**config.mk**
```make
export PLATFORM = sky130hd
export DESIGN_NAME = round_robin_quantum_scheduler
export DESIGN_NICKNAME = d
export VERILOG_FILES = /design/src/rtl/core/rrqs_pkg.sv /design/src/rtl/core/round_robin_quantum_scheduler.sv /design/src/rtl/core/rrqs_ctrl.sv /design/src/rtl/core/rrqs_datapath.sv
export SDC_FILE = /design/constraint.sdc
export NUM_CORES = 1
export LEC_CHECK = 0
export BUFFER_PORTS_ARGS = -buffer_cell sky130_fd_sc_hd__buf_2
export CAP_MARGIN = 20
export CORE_MARGIN = 5
export CORE_UTILIZATION = 45
export DETAILED_ROUTE_END_ITERATION = 10
export GPL_ROUTABILITY_DRIVEN = 0
export HOLD_SLACK_MARGIN = 0.03
export SETUP_SLACK_MARGIN = 0.3
export SLEW_MARGIN = 0
export SYNTH_ARGS = -nofsm -noshare
export SYNTH_HDL_FRONTEND = slang
export SYNTH_HIERARCHICAL = 1
export SYNTH_SLANG_ARGS = --single-unit
```
**constraint.sdc**
```tcl
create_clock -name clk_i -period 3.1 [get_ports clk_i]
set_input_delay 0.31 -clock clk_i [delete_from_list [all_inputs] [get_ports clk_i]]
set_output_delay 0.31 -clock clk_i [all_outputs]
set_load 0.03 [all_outputs]
```
**src/rtl/core/rrqs_pkg.sv**
```systemverilog
// Shared types and constants for the round-robin quantum scheduler.
`timescale 1ns / 1ps

package rrqs_pkg;

  localparam int unsigned SlotsDef   = 16;
  localparam int unsigned TidW       = 4;
  localparam int unsigned QuantumW   = 8;
  localparam logic [QuantumW-1:0] QuantumRst = 8'd20;

  // APB register map
  localparam int unsigned PaddrW   = 3;
  localparam int unsigned PdataW   = 32;
  localparam logic [PaddrW-1:0] AddrQuantum = 3'd0;

  typedef enum logic [1:0] {
    KIND_CREATE  = 2'd0,
    KIND_TICK    = 2'd1,
    KIND_EXIT    = 2'd2,
    KIND_SETPRIO = 2'd3
  } kind_e;

  typedef enum logic [2:0] {
    ST_NONE     = 3'd0,
    ST_CREATED  = 3'd1,
    ST_FULL     = 3'd2,
    ST_SWITCHED = 3'd3,
    ST_HALTED   = 3'd4
  } status_e;

  typedef enum logic {
    FSM_IDLE = 1'b0,
    FSM_EXEC = 1'b1
  } fsm_e;

  typedef struct packed {
    kind_e kind;
    logic  priority_req;
  } in_req_t;

  typedef struct packed {
    status_e         status;
    logic [TidW-1:0] thread_id;
    logic [TidW-1:0] running_thread;
    logic            running_priority;
  } out_rsp_t;

  // controller -> datapath
  typedef struct packed {
    logic capture;
    logic commit;
  } dp_cmd_t;

endpackage

```
**src/rtl/core/round_robin_quantum_scheduler.sv**
```systemverilog
// Top level of the round-robin quantum scheduler with its APB register.
`timescale 1ns / 1ps

// Round-robin time-slice scheduler over a table of SLOTS thread slots.
// Requests come in on in_req_i (kind, priority_req) with in_valid_i/in_ready_o;
// each request gives exactly one response on out_rsp_o with out_valid_o/out_ready_i.
// kind: create takes the lowest free slot and queues it, tick counts down the
// running slice and rotates through the ready queue, exit frees the running slot,
// set-priority stores the running slot's priority (reported only).
// Timing: a request is taken in the idle state; the exec state then commits it
// and loads the response register, which drives out_valid_o. No new request is
// accepted until the two-state controller (accept, then commit after the
// registered queue-head read and free-slot search) has committed the last one.
// Stalls: the response register is held while out_ready_i is low; a further
// request is still accepted, but its commit waits until the register drains.
// Reset (rst_ni, async, active low): slot 0 in use and running, queue empty,
// slice counter and slice length register at 20, not halted. After an exit with an
// empty queue the block is halted and answers every request with status 4.
// Register: slice length at byte address 0 (8 bits); write only while idle.

module round_robin_quantum_scheduler #(
  parameter int unsigned SLOTS = rrqs_pkg::SlotsDef
) (
  input  logic                          clk_i,
  input  logic                          rst_ni,
  // request channel
  input  logic                          in_valid_i,
  output logic                          in_ready_o,
  input  rrqs_pkg::in_req_t             in_req_i,
  // response channel
  output logic                          out_valid_o,
  input  logic                          out_ready_i,
  output rrqs_pkg::out_rsp_t            out_rsp_o,
  // APB configuration port
  input  logic                          psel,
  input  logic                          penable,
  input  logic                          pwrite,
  input  logic [rrqs_pkg::PaddrW-1:0]   paddr,
  input  logic [rrqs_pkg::PdataW-1:0]   pwdata,
  output logic [rrqs_pkg::PdataW-1:0]   prdata,
  output logic                          pready
);
  import rrqs_pkg::*;

  dp_cmd_t             cmd;
  logic [QuantumW-1:0] quantum_q;

  // Slice length register; a write with quantum 0 acts as 1 in the datapath.
  always_ff @(posedge clk_i or negedge rst_ni) begin
    if (!rst_ni) begin
      quantum_q <= QuantumRst;
    end else if (psel && penable && pwrite && pready && (paddr == AddrQuantum)) begin
      quantum_q <= pwdata[QuantumW-1:0];
    end
  end

  assign pready = 1'b1;
  assign prdata = (paddr == AddrQuantum) ? {{(PdataW-QuantumW){1'b0}}, quantum_q} : '0;

  rrqs_ctrl u_ctrl (
    .clk_i       (clk_i),
    .rst_ni      (rst_ni),
    .in_valid_i  (in_valid_i),
    .in_ready_o  (in_ready_o),
    .out_valid_o (out_valid_o),
    .out_ready_i (out_ready_i),
    .cmd_o       (cmd)
  );

  rrqs_datapath #(
    .Slots (SLOTS)
  ) u_datapath (
    .clk_i     (clk_i),
    .rst_ni    (rst_ni),
    .cmd_i     (cmd),
    .req_i     (in_req_i),
    .quantum_i (quantum_q),
    .rsp_o     (out_rsp_o)
  );

endmodule

```
**src/rtl/core/rrqs_ctrl.sv**
```systemverilog
// Controller FSM for the scheduler: request handshakes and commit sequencing.
`timescale 1ns / 1ps

module rrqs_ctrl (
  input  logic            clk_i,
  input  logic            rst_ni,
  input  logic            in_valid_i,
  output logic            in_ready_o,
  output logic            out_valid_o,
  input  logic            out_ready_i,
  output rrqs_pkg::dp_cmd_t cmd_o
);
  import rrqs_pkg::*;

  fsm_e state_q, state_d;
  logic out_valid_q, out_valid_d;

  always_ff @(posedge clk_i or negedge rst_ni) begin
    if (!rst_ni) begin
      state_q     <= FSM_IDLE;
      out_valid_q <= 1'b0;
    end else begin
      state_q     <= state_d;
      out_valid_q <= out_valid_d;
    end
  end

  always_comb begin
    state_d       = state_q;
    out_valid_d   = out_valid_q;
    cmd_o.capture = 1'b0;
    cmd_o.commit  = 1'b0;
    in_ready_o    = 1'b0;
    if (out_valid_q && out_ready_i) begin
      out_valid_d = 1'b0;
    end
    unique case (state_q)
      FSM_IDLE: begin
        in_ready_o = 1'b1;
        if (in_valid_i) begin
          cmd_o.capture = 1'b1;
          state_d       = FSM_EXEC;
        end
      end
      FSM_EXEC: begin
        // hold until the result register is free
        if (!out_valid_q || out_ready_i) begin
          cmd_o.commit = 1'b1;
          out_valid_d  = 1'b1;
          state_d      = FSM_IDLE;
        end
      end
    endcase
  end

  assign out_valid_o = out_valid_q;

endmodule

```
**src/rtl/core/rrqs_datapath.sv**
```systemverilog
// Scheduler datapath: slot table, ready queue memory, slice counter, result register.
`timescale 1ns / 1ps

module rrqs_datapath #(
  parameter int unsigned Slots = rrqs_pkg::SlotsDef
) (
  input  logic                             clk_i,
  input  logic                             rst_ni,
  input  rrqs_pkg::dp_cmd_t                cmd_i,
  input  rrqs_pkg::in_req_t                req_i,
  input  logic [rrqs_pkg::QuantumW-1:0]    quantum_i,
  output rrqs_pkg::out_rsp_t               rsp_o
);
  import rrqs_pkg::*;

  localparam int unsigned SlotW = $clog2(Slots);
  localparam int unsigned CntW  = $clog2(Slots + 1);
  localparam logic [SlotW-1:0] LastSlot = SlotW'(Slots - 1);

  // state
  logic [Slots-1:0]    in_use_q, in_use_d;
  logic [Slots-1:0]    prio_q, prio_d;
  logic [SlotW-1:0]    head_q, head_d;
  logic [SlotW-1:0]    tail_q, tail_d;
  logic [CntW-1:0]     count_q, count_d;
  logic [SlotW-1:0]    cur_q, cur_d;
  logic [QuantumW-1:0] ticks_q, ticks_d;
  logic                halted_q, halted_d;

  logic [SlotW-1:0]    fifo_mem [Slots];
  logic [SlotW-1:0]    head_data_q;
  logic                push;
  logic [SlotW-1:0]    push_data;

  in_req_t             req_q;
  out_rsp_t            rsp_q, rsp_d;

  // lowest free slot, registered
  logic [SlotW-1:0]    free_idx, free_idx_q;
  logic                free_found, free_found_q;

  logic [SlotW-1:0]    tid_slot;

  function automatic logic [TidW-1:0] to_tid(input logic [SlotW-1:0] s);
    logic [TidW+SlotW-1:0] ext;
    ext = {{TidW{1'b0}}, s};
    return ext[TidW-1:0];
  endfunction

  function automatic logic [SlotW-1:0] ring_inc(input logic [SlotW-1:0] p);
    return (p == LastSlot) ? '0 : p + 1'b1;
  endfunction

  always_comb begin
    free_idx   = '0;
    free_found = 1'b0;
    for (int i = Slots - 1; i >= 0; i--) begin
      if (!in_use_q[i]) begin
        free_idx   = SlotW'(i);
        free_found = 1'b1;
      end
    end
  end

  always_ff @(posedge clk_i) begin
    free_idx_q   <= free_idx;
    free_found_q <= free_found;
    head_data_q  <= fifo_mem[head_q];
    if (push) begin
      fifo_mem[tail_q] <= push_data;
    end
    if (cmd_i.capture) begin
      req_q <= req_i;
    end
    if (cmd_i.commit) begin
      rsp_q <= rsp_d;
    end
  end

  always_comb begin
    in_use_d  = in_use_q;
    prio_d    = prio_q;
    head_d    = head_q;
    tail_d    = tail_q;
    count_d   = count_q;
    cur_d     = cur_q;
    ticks_d   = ticks_q;
    halted_d  = halted_q;
    push      = 1'b0;
    push_data = cur_q;
    tid_slot  = '0;
    rsp_d.status = ST_NONE;

    if (halted_q) begin
      rsp_d.status = ST_HALTED;
    end else begin
      unique case (req_q.kind)
        KIND_CREATE: begin
          if (free_found_q) begin
            in_use_d[free_idx_q] = 1'b1;
            prio_d[free_idx_q]   = req_q.priority_req;
            push                 = 1'b1;
            push_data            = free_idx_q;
            tail_d               = ring_inc(tail_q);
            count_d              = count_q + 1'b1;
            rsp_d.status         = ST_CREATED;
            tid_slot             = free_idx_q;
          end else begin
            rsp_d.status = ST_FULL;
          end
        end
        KIND_TICK: begin
          if (ticks_q <= QuantumW'(1)) begin
            if (count_q != '0) begin
              // rotate: head becomes running, old running to tail
              head_d       = ring_inc(head_q);
              push         = 1'b1;
              push_data    = cur_q;
              tail_d       = ring_inc(tail_q);
              cur_d        = head_data_q;
              rsp_d.status = ST_SWITCHED;
              tid_slot     = head_data_q;
            end
            ticks_d = quantum_i;
          end else begin
            ticks_d = ticks_q - 1'b1;
          end
        end
        KIND_EXIT: begin
          in_use_d[cur_q] = 1'b0;
          if (count_q != '0) begin
            head_d       = ring_inc(head_q);
            count_d      = count_q - 1'b1;
            cur_d        = head_data_q;
            ticks_d      = quantum_i;
            rsp_d.status = ST_SWITCHED;
            tid_slot     = head_data_q;
          end else begin
            halted_d     = 1'b1;
            rsp_d.status = ST_HALTED;
          end
        end
        KIND_SETPRIO: begin
          prio_d[cur_q] = req_q.priority_req;
        end
      endcase
    end

    if (!cmd_i.commit) begin
      push = 1'b0;
    end

    rsp_d.thread_id        = to_tid(tid_slot);
    rsp_d.running_thread   = to_tid(cur_d);
    rsp_d.running_priority = prio_d[cur_d];
  end

  always_ff @(posedge clk_i or negedge rst_ni) begin
    if (!rst_ni) begin
      in_use_q <= Slots'(1);
      prio_q   <= '0;
      head_q   <= '0;
      tail_q   <= '0;
      count_q  <= '0;
      cur_q    <= '0;
      ticks_q  <= QuantumRst;
      halted_q <= 1'b0;
    end else if (cmd_i.commit) begin
      in_use_q <= in_use_d;
      prio_q   <= prio_d;
      head_q   <= head_d;
      tail_q   <= tail_d;
      count_q  <= count_d;
      cur_q    <= cur_d;
      ticks_q  <= ticks_d;
      halted_q <= halted_d;
    end
  end

  assign rsp_o = rsp_q;

endmodule

```
Word level (Yosys, flattened, before mapping)
Memories as Yosys holds them, arrays and structs flattened. A register that Yosys moved wholly into a read port is not among the register bits.
Cells that the tools add are included.
{"block": "op_classes", "bitwise_logic": 5, "mux": 82, "addsub": 5, "eq_ne": 9, "magnitude_cmp": 6, "n_reduce_logical": 23}
{"cell": "$mux W4", "n": 24}
{"cell": "$pmux W16 S2", "n": 2}
{"cell": "$mux W16", "n": 3}
{"cell": "$bwmux W16", "n": 2}
{"cell": "$mux W1", "n": 24}
{"cell": "$mux W8", "n": 3}
{"cell": "$pmux W4 S2", "n": 3}
{"cell": "$mux W3", "n": 6}
{"cell": "$and A16 B16 Y16", "n": 1}
{"cell": "$not A16 Y16", "n": 1}
{"cell": "$or A16 B16 Y16", "n": 1}
{"cell": "$pmux W8 S2", "n": 1}
{"cell": "$reduce_and A4 Y1", "n": 4}
{"cell": "$lt A4 B5 Y1 const B", "n": 3}
{"cell": "$reduce_and A15 Y1", "n": 1}
{"cell": "$pmux W4 S3", "n": 1}
{"cell": "$mux W5", "n": 2}
{"cell": "$pmux W5 S2", "n": 1}
{"cell": "$pmux W3 S3", "n": 1}
{"cell": "$add A4 B1 Y4 const B", "n": 2}
{"cell": "$demux W1 S4", "n": 2}
{"cell": "$eq A4 B4 Y1 const B", "n": 2}
{"cell": "$ge A4 B1 Y1 const B", "n": 2}
{"cell": "$le A8 B1 Y1 const B", "n": 1}
{"cell": "21 further kinds", "n": 37}
{"block": "word_totals", "inputBits": 45, "mem_count": 1, "regBits": 88, "ramBits": 64, "out_inout_bits": 47}
{"memory": "u_datapath.fifo_mem", "words": 16, "width": 4, "read_ports": 1, "rd_ports_with_merged_regs": 1, "write_ports": 1, "line_no": "rrqs_datapath.sv:30", "text": "logic [SlotW-1:0] fifo_mem [Slots];"}

Depth between registers and ports, before layout
{"block": "depth", "depth_word": 15, "mapped_depth": 12, "mapped_depth_nobuf": 10}

Cells and area by module
The synthesis kept the hierarchy.
{"mod": "rrqs_datapath", "area_per_inst_um2": 7543.5, "cells_each": 718, "n_inst": 1}
{"mod": "round_robin_quantum_scheduler", "area_per_inst_um2": 625.6, "cells_each": 54, "n_inst": 1}
{"mod": "rrqs_ctrl", "area_per_inst_um2": 93.8, "cells_each": 8, "n_inst": 1}

Worst setup path before layout
No wires, ideal clock.
{"block": "synth_timing", "path_type": "register to register", "startpoint": "reg u_datapath/req_q[1] (netlist name)", "endpoint": "reg u_datapath.rsp_q (netlist bit u_datapath/rsp_o[0]) (data pin)", "t_required_ns": 2.827, "slack_ns": 0.433, "setup_ns": 0.273, "path_stages_with_launch": 11, "arrival_ns": 2.394, "cell_sequence": "edfxtp_1 -> inv_1 -> ha_1 -> or2_2 -> clkbuf_1 -> clkbuf_1 -> a221o_1 -> a21oi_1 -> mux2i_1 -> a2111oi_0 -> nor4_1"}
{"element": "start: declaration", "line_no": "rrqs_datapath.sv:35", "text": "in_req_t req_q;"}
{"element": "start signal: assignment", "line_no": "rrqs_datapath.sv:73", "text": "req_q <= req_i;"}
{"element": "end signal: assignment", "line_no": "rrqs_datapath.sv:76", "text": "rsp_q <= rsp_d;"}
{"element": "end: declaration", "line_no": "rrqs_datapath.sv:36", "text": "out_rsp_t rsp_q, rsp_d;"}

==> impl_metrics.ini <==
[critical_path]
crit_top_cell = buf_4
path_max_fanout = 5
endpoint_kind = register
crit_family = compound AO/OA/AOI/OAI gates
cp.required_ps = 3260
crit_slowest_cell = or4_4
path_cells = or4_4 -> a2111oi_4 -> buf_4 -> o21ai_4 -> a32oi_4 -> buf_4 -> a211oi_2 -> a2111oi_2 -> nor4_1
crit_type = register to register
cp.arrival_ps = 2980
worstSetupStartpointType = register
cp_num_buf_inv = 2
max_stage_delay_ps = 530

[floorplan]
dieHeight_um = 146
core_area_um2 = 18000
die_area_um2 = 21200
start_util_pct = 45.8
fp-row-count = 49
die-width_um = 146
io-pin-count = 92

[synth]
synth_top_area_share_pct = 28.7
avgSynthCellArea_um2 = 10.6
yosys.cell_types.count = 73
async_flop_share_pct = 43.6
synth-seq-cells = 156
synthesis.area_um2 = 8260
ys_warn_count = 6
synth-seq-area-share_pct = 51.6
synth_ff_type = edfxtp_1
synth-edff-count = 79
syn_inst = 780
ys_top_cells_by_area = edfxtp_1 (29%), dfrtp_1 (19%), a21oi_1 (4.7%)
synth_top_area_cell = edfxtp_1

[placed_design]
place_inst = 1032
pre_cts_ws_ps = 60.8
hpwl_mm = 14.3
io_buffers = 42

[drt]
first_pass_iters = 5
drc = 0
num_vias = 6325
drt-wirelength-per-cell_um = 18.9
ant_nets = 0
vias_per_cell = 5.82
drt-total-wl_mm = 20.5
drt_iter0_drc = 487

[clock_tree]
clk_pin_slew_ps = 70
cts_root_buf = clkbuf_16
htree_levels = 4
clkLatencyLatePin_ps = 430
clk_path_buf_depth = 2
numCtsBuffers = 17
clkSinkCount = 156
cts_tree = yes

[layout]
antenna_cells_inserted = 0
instances_no_fill = 1087
nets = 905
drive_above_1_share_pct = 26.1
areaGrowthSynthToFinish_pct = 17.1

[timing]
max_freq_mhz = 355
worst_slew_margin_rel_pct = 45.6
finalClockSkew_ps = 10.7
finalSetupViolCount = 0
rsz0062_at_grt = yes
layout_min_cycle_time_ps = 2820
worst_pin_slew_ps = 808
setup_tns_ps = 0
setup_ws_ps = 282
whs_ps = 58.6
hold_violations = 0
slew_viol_final = 0
finalCritPeriodShare_pct = 90.9

[global_route]
grt_pass1_vias = 6154
grt_max_degree = 54
grt_pass1_wl_mm = 32.5
gr-total-overflow = 0
antenna_found_initial = 0
grt.total_usage_pct = 18.9

[run]
max-cap-violations = 0

[power_and_ir_drop]
total_power_mw = 8.34
p_leak_nw = 3.74
p_per_area_nw_per_um2 = 863
ir_drop_mv = 0.744

[run_status]
outcome = finished clean

[worst_hold_path]
timing.hold.worst.class = primary input to register
cell usage after synthesis (4+ instances only):
cell type  number
clkbuf_1       37
edfxtp_1       79
mux2i_1        19
mux2_4          8
nor2_1         53
and2_1          7
a211oi_1        8
nand3_1        24
mux2_2          8
or2_2           6
a22oi_1         8
nand2b_1       10
a32oi_1         9
a221oi_1        5
dfxtp_1         9
a21oi_1        77
inv_1          25
dfrtp_1        63
nand4_1        12
nor2b_1        11
a31oi_1         9
mux4_2          8
buf_4          25
nor3_1          9
nand2_1        55
dfstp_2         5
buf_1           4
o21ai_0        76
and2_2          8
xnor2_1         4
a2111oi_0       4
a221o_1        10
nand3b_1        4
ha_1           14
cell type report:
| type | instances | area, um2 |
|---|---|---|
| clock buffer | 17 | 425 |
| clock inverter | 15 | 208 |
| fill | 1578 | 8350 |
| inverter | 27 | 101 |
| multi-input combinational | 545 | 3740 |
| sequential | 156 | 4260 |
| tap | 229 | 287 |
| timing repair buffer | 98 | 646 |
worst paths after layout:
path                                       startpoint                       to  slack, ps  cells past startpoint
worst min-delay path                      in_req_i[0]      u_datapath/req_q[0]         60                      1
worst min register to register  u_datapath/count_q[4]    u_datapath/count_q[4]        480                      1
worst max register to register  u_datapath/ticks_q[3]      u_datapath/rsp_o[0]        280                      9
max in group asynchronous                      rst_ni    u_datapath/ticks_q[2]       1850                      3
worst max-delay path            u_datapath/ticks_q[3]      u_datapath/rsp_o[0]        280                      9
min in group asynchronous                      rst_ni  u_datapath/in_use_q[12]        430                      2
cell families after synthesis:
logic type      share of synthesized area, %
compound gates                          17.3
simple gates                            14.4
flops                                   51.6
buf+inv                                 6.56
mux                                     7.03
fa+ha+maj                               2.36
xor+xnor                               0.742
other cells                           0.0909
what timing repair did:
action	in CTS	in global routing
resized for setup	13	38
hold endpoints to repair	23	0
buffers inserted	1	20
hold buffers	1	0
pin swaps	1	12
cloned	0	0
setup endpoints to repair	61	53
power breakdown:
| part | internal [mW] | switching (mW) |
|---|---|---|
| clock | 1.18 | 0.988 |
| combinational | 1.26 | 1.78 |
| sequential | 2.71 | 0.431 |
| total | 5.15 | 3.20 |
per-stage QoR:
stage,utilization [%],cell area [um2]
4_1_cts,51.9,9350
3_3_place_gp,48.0,8650
5_1_grt,53.7,9670
3_5_place_dp,48.0,8650
6_report,53.7,9670
2_1_floorplan,-,8350
registers in the layout, indices dropped and copies added (netlist names), 3 cells and up:
| register | count |
|---|---|
| u_datapath/fifo_mem | 64 |
| u_datapath/in_use_q | 16 |
| u_datapath/prio_q | 16 |
| u_datapath/rsp_o | 12 |
| quantum_q | 8 |
| u_datapath/ticks_q | 8 |
| u_datapath/count_q | 5 |
| u_datapath/cur_q | 4 |
| u_datapath/free_idx_q | 4 |
| u_datapath/head_data_q | 4 |
| u_datapath/head_q | 4 |
| u_datapath/tail_q | 4 |
| u_datapath/req_q | 3 |
cell usage in the layout, fill, tap and decap left out, types with 9 or more instances in the layout:
cell / n
nand3_1: 24
buf_4: 54
nor2b_1: 10
o21ai_0: 76
inv_1: 22
and2_2: 9
conb_1: 25
nand2b_1: 10
clkbuf_16: 17
dfrtp_1: 61
buf_2: 42
dfxtp_1: 9
nand4_1: 12
a32oi_1: 9
edfxtp_1: 79
a31oi_1: 9
a21oi_1: 76
nand2_1: 54
nor2_1: 47
a221o_1: 10
mux2i_1: 16
routing by layer:
| layer | global-route usage, % | share of wire (%) | vias up |
|---|---|---|---|
| met1 | 25.3 | 45 | 3122 |
| met3 | 3.89 | 4.6 | 36 |
| li1 | - | - | 2960 |
| met5 | 0 | 0 | - |
| met4 | 6.81 | 2.2 | 0 |
| met2 | 30.7 | 48 | 207 |
No activity file was read; power rests on OpenSTA's default activity.
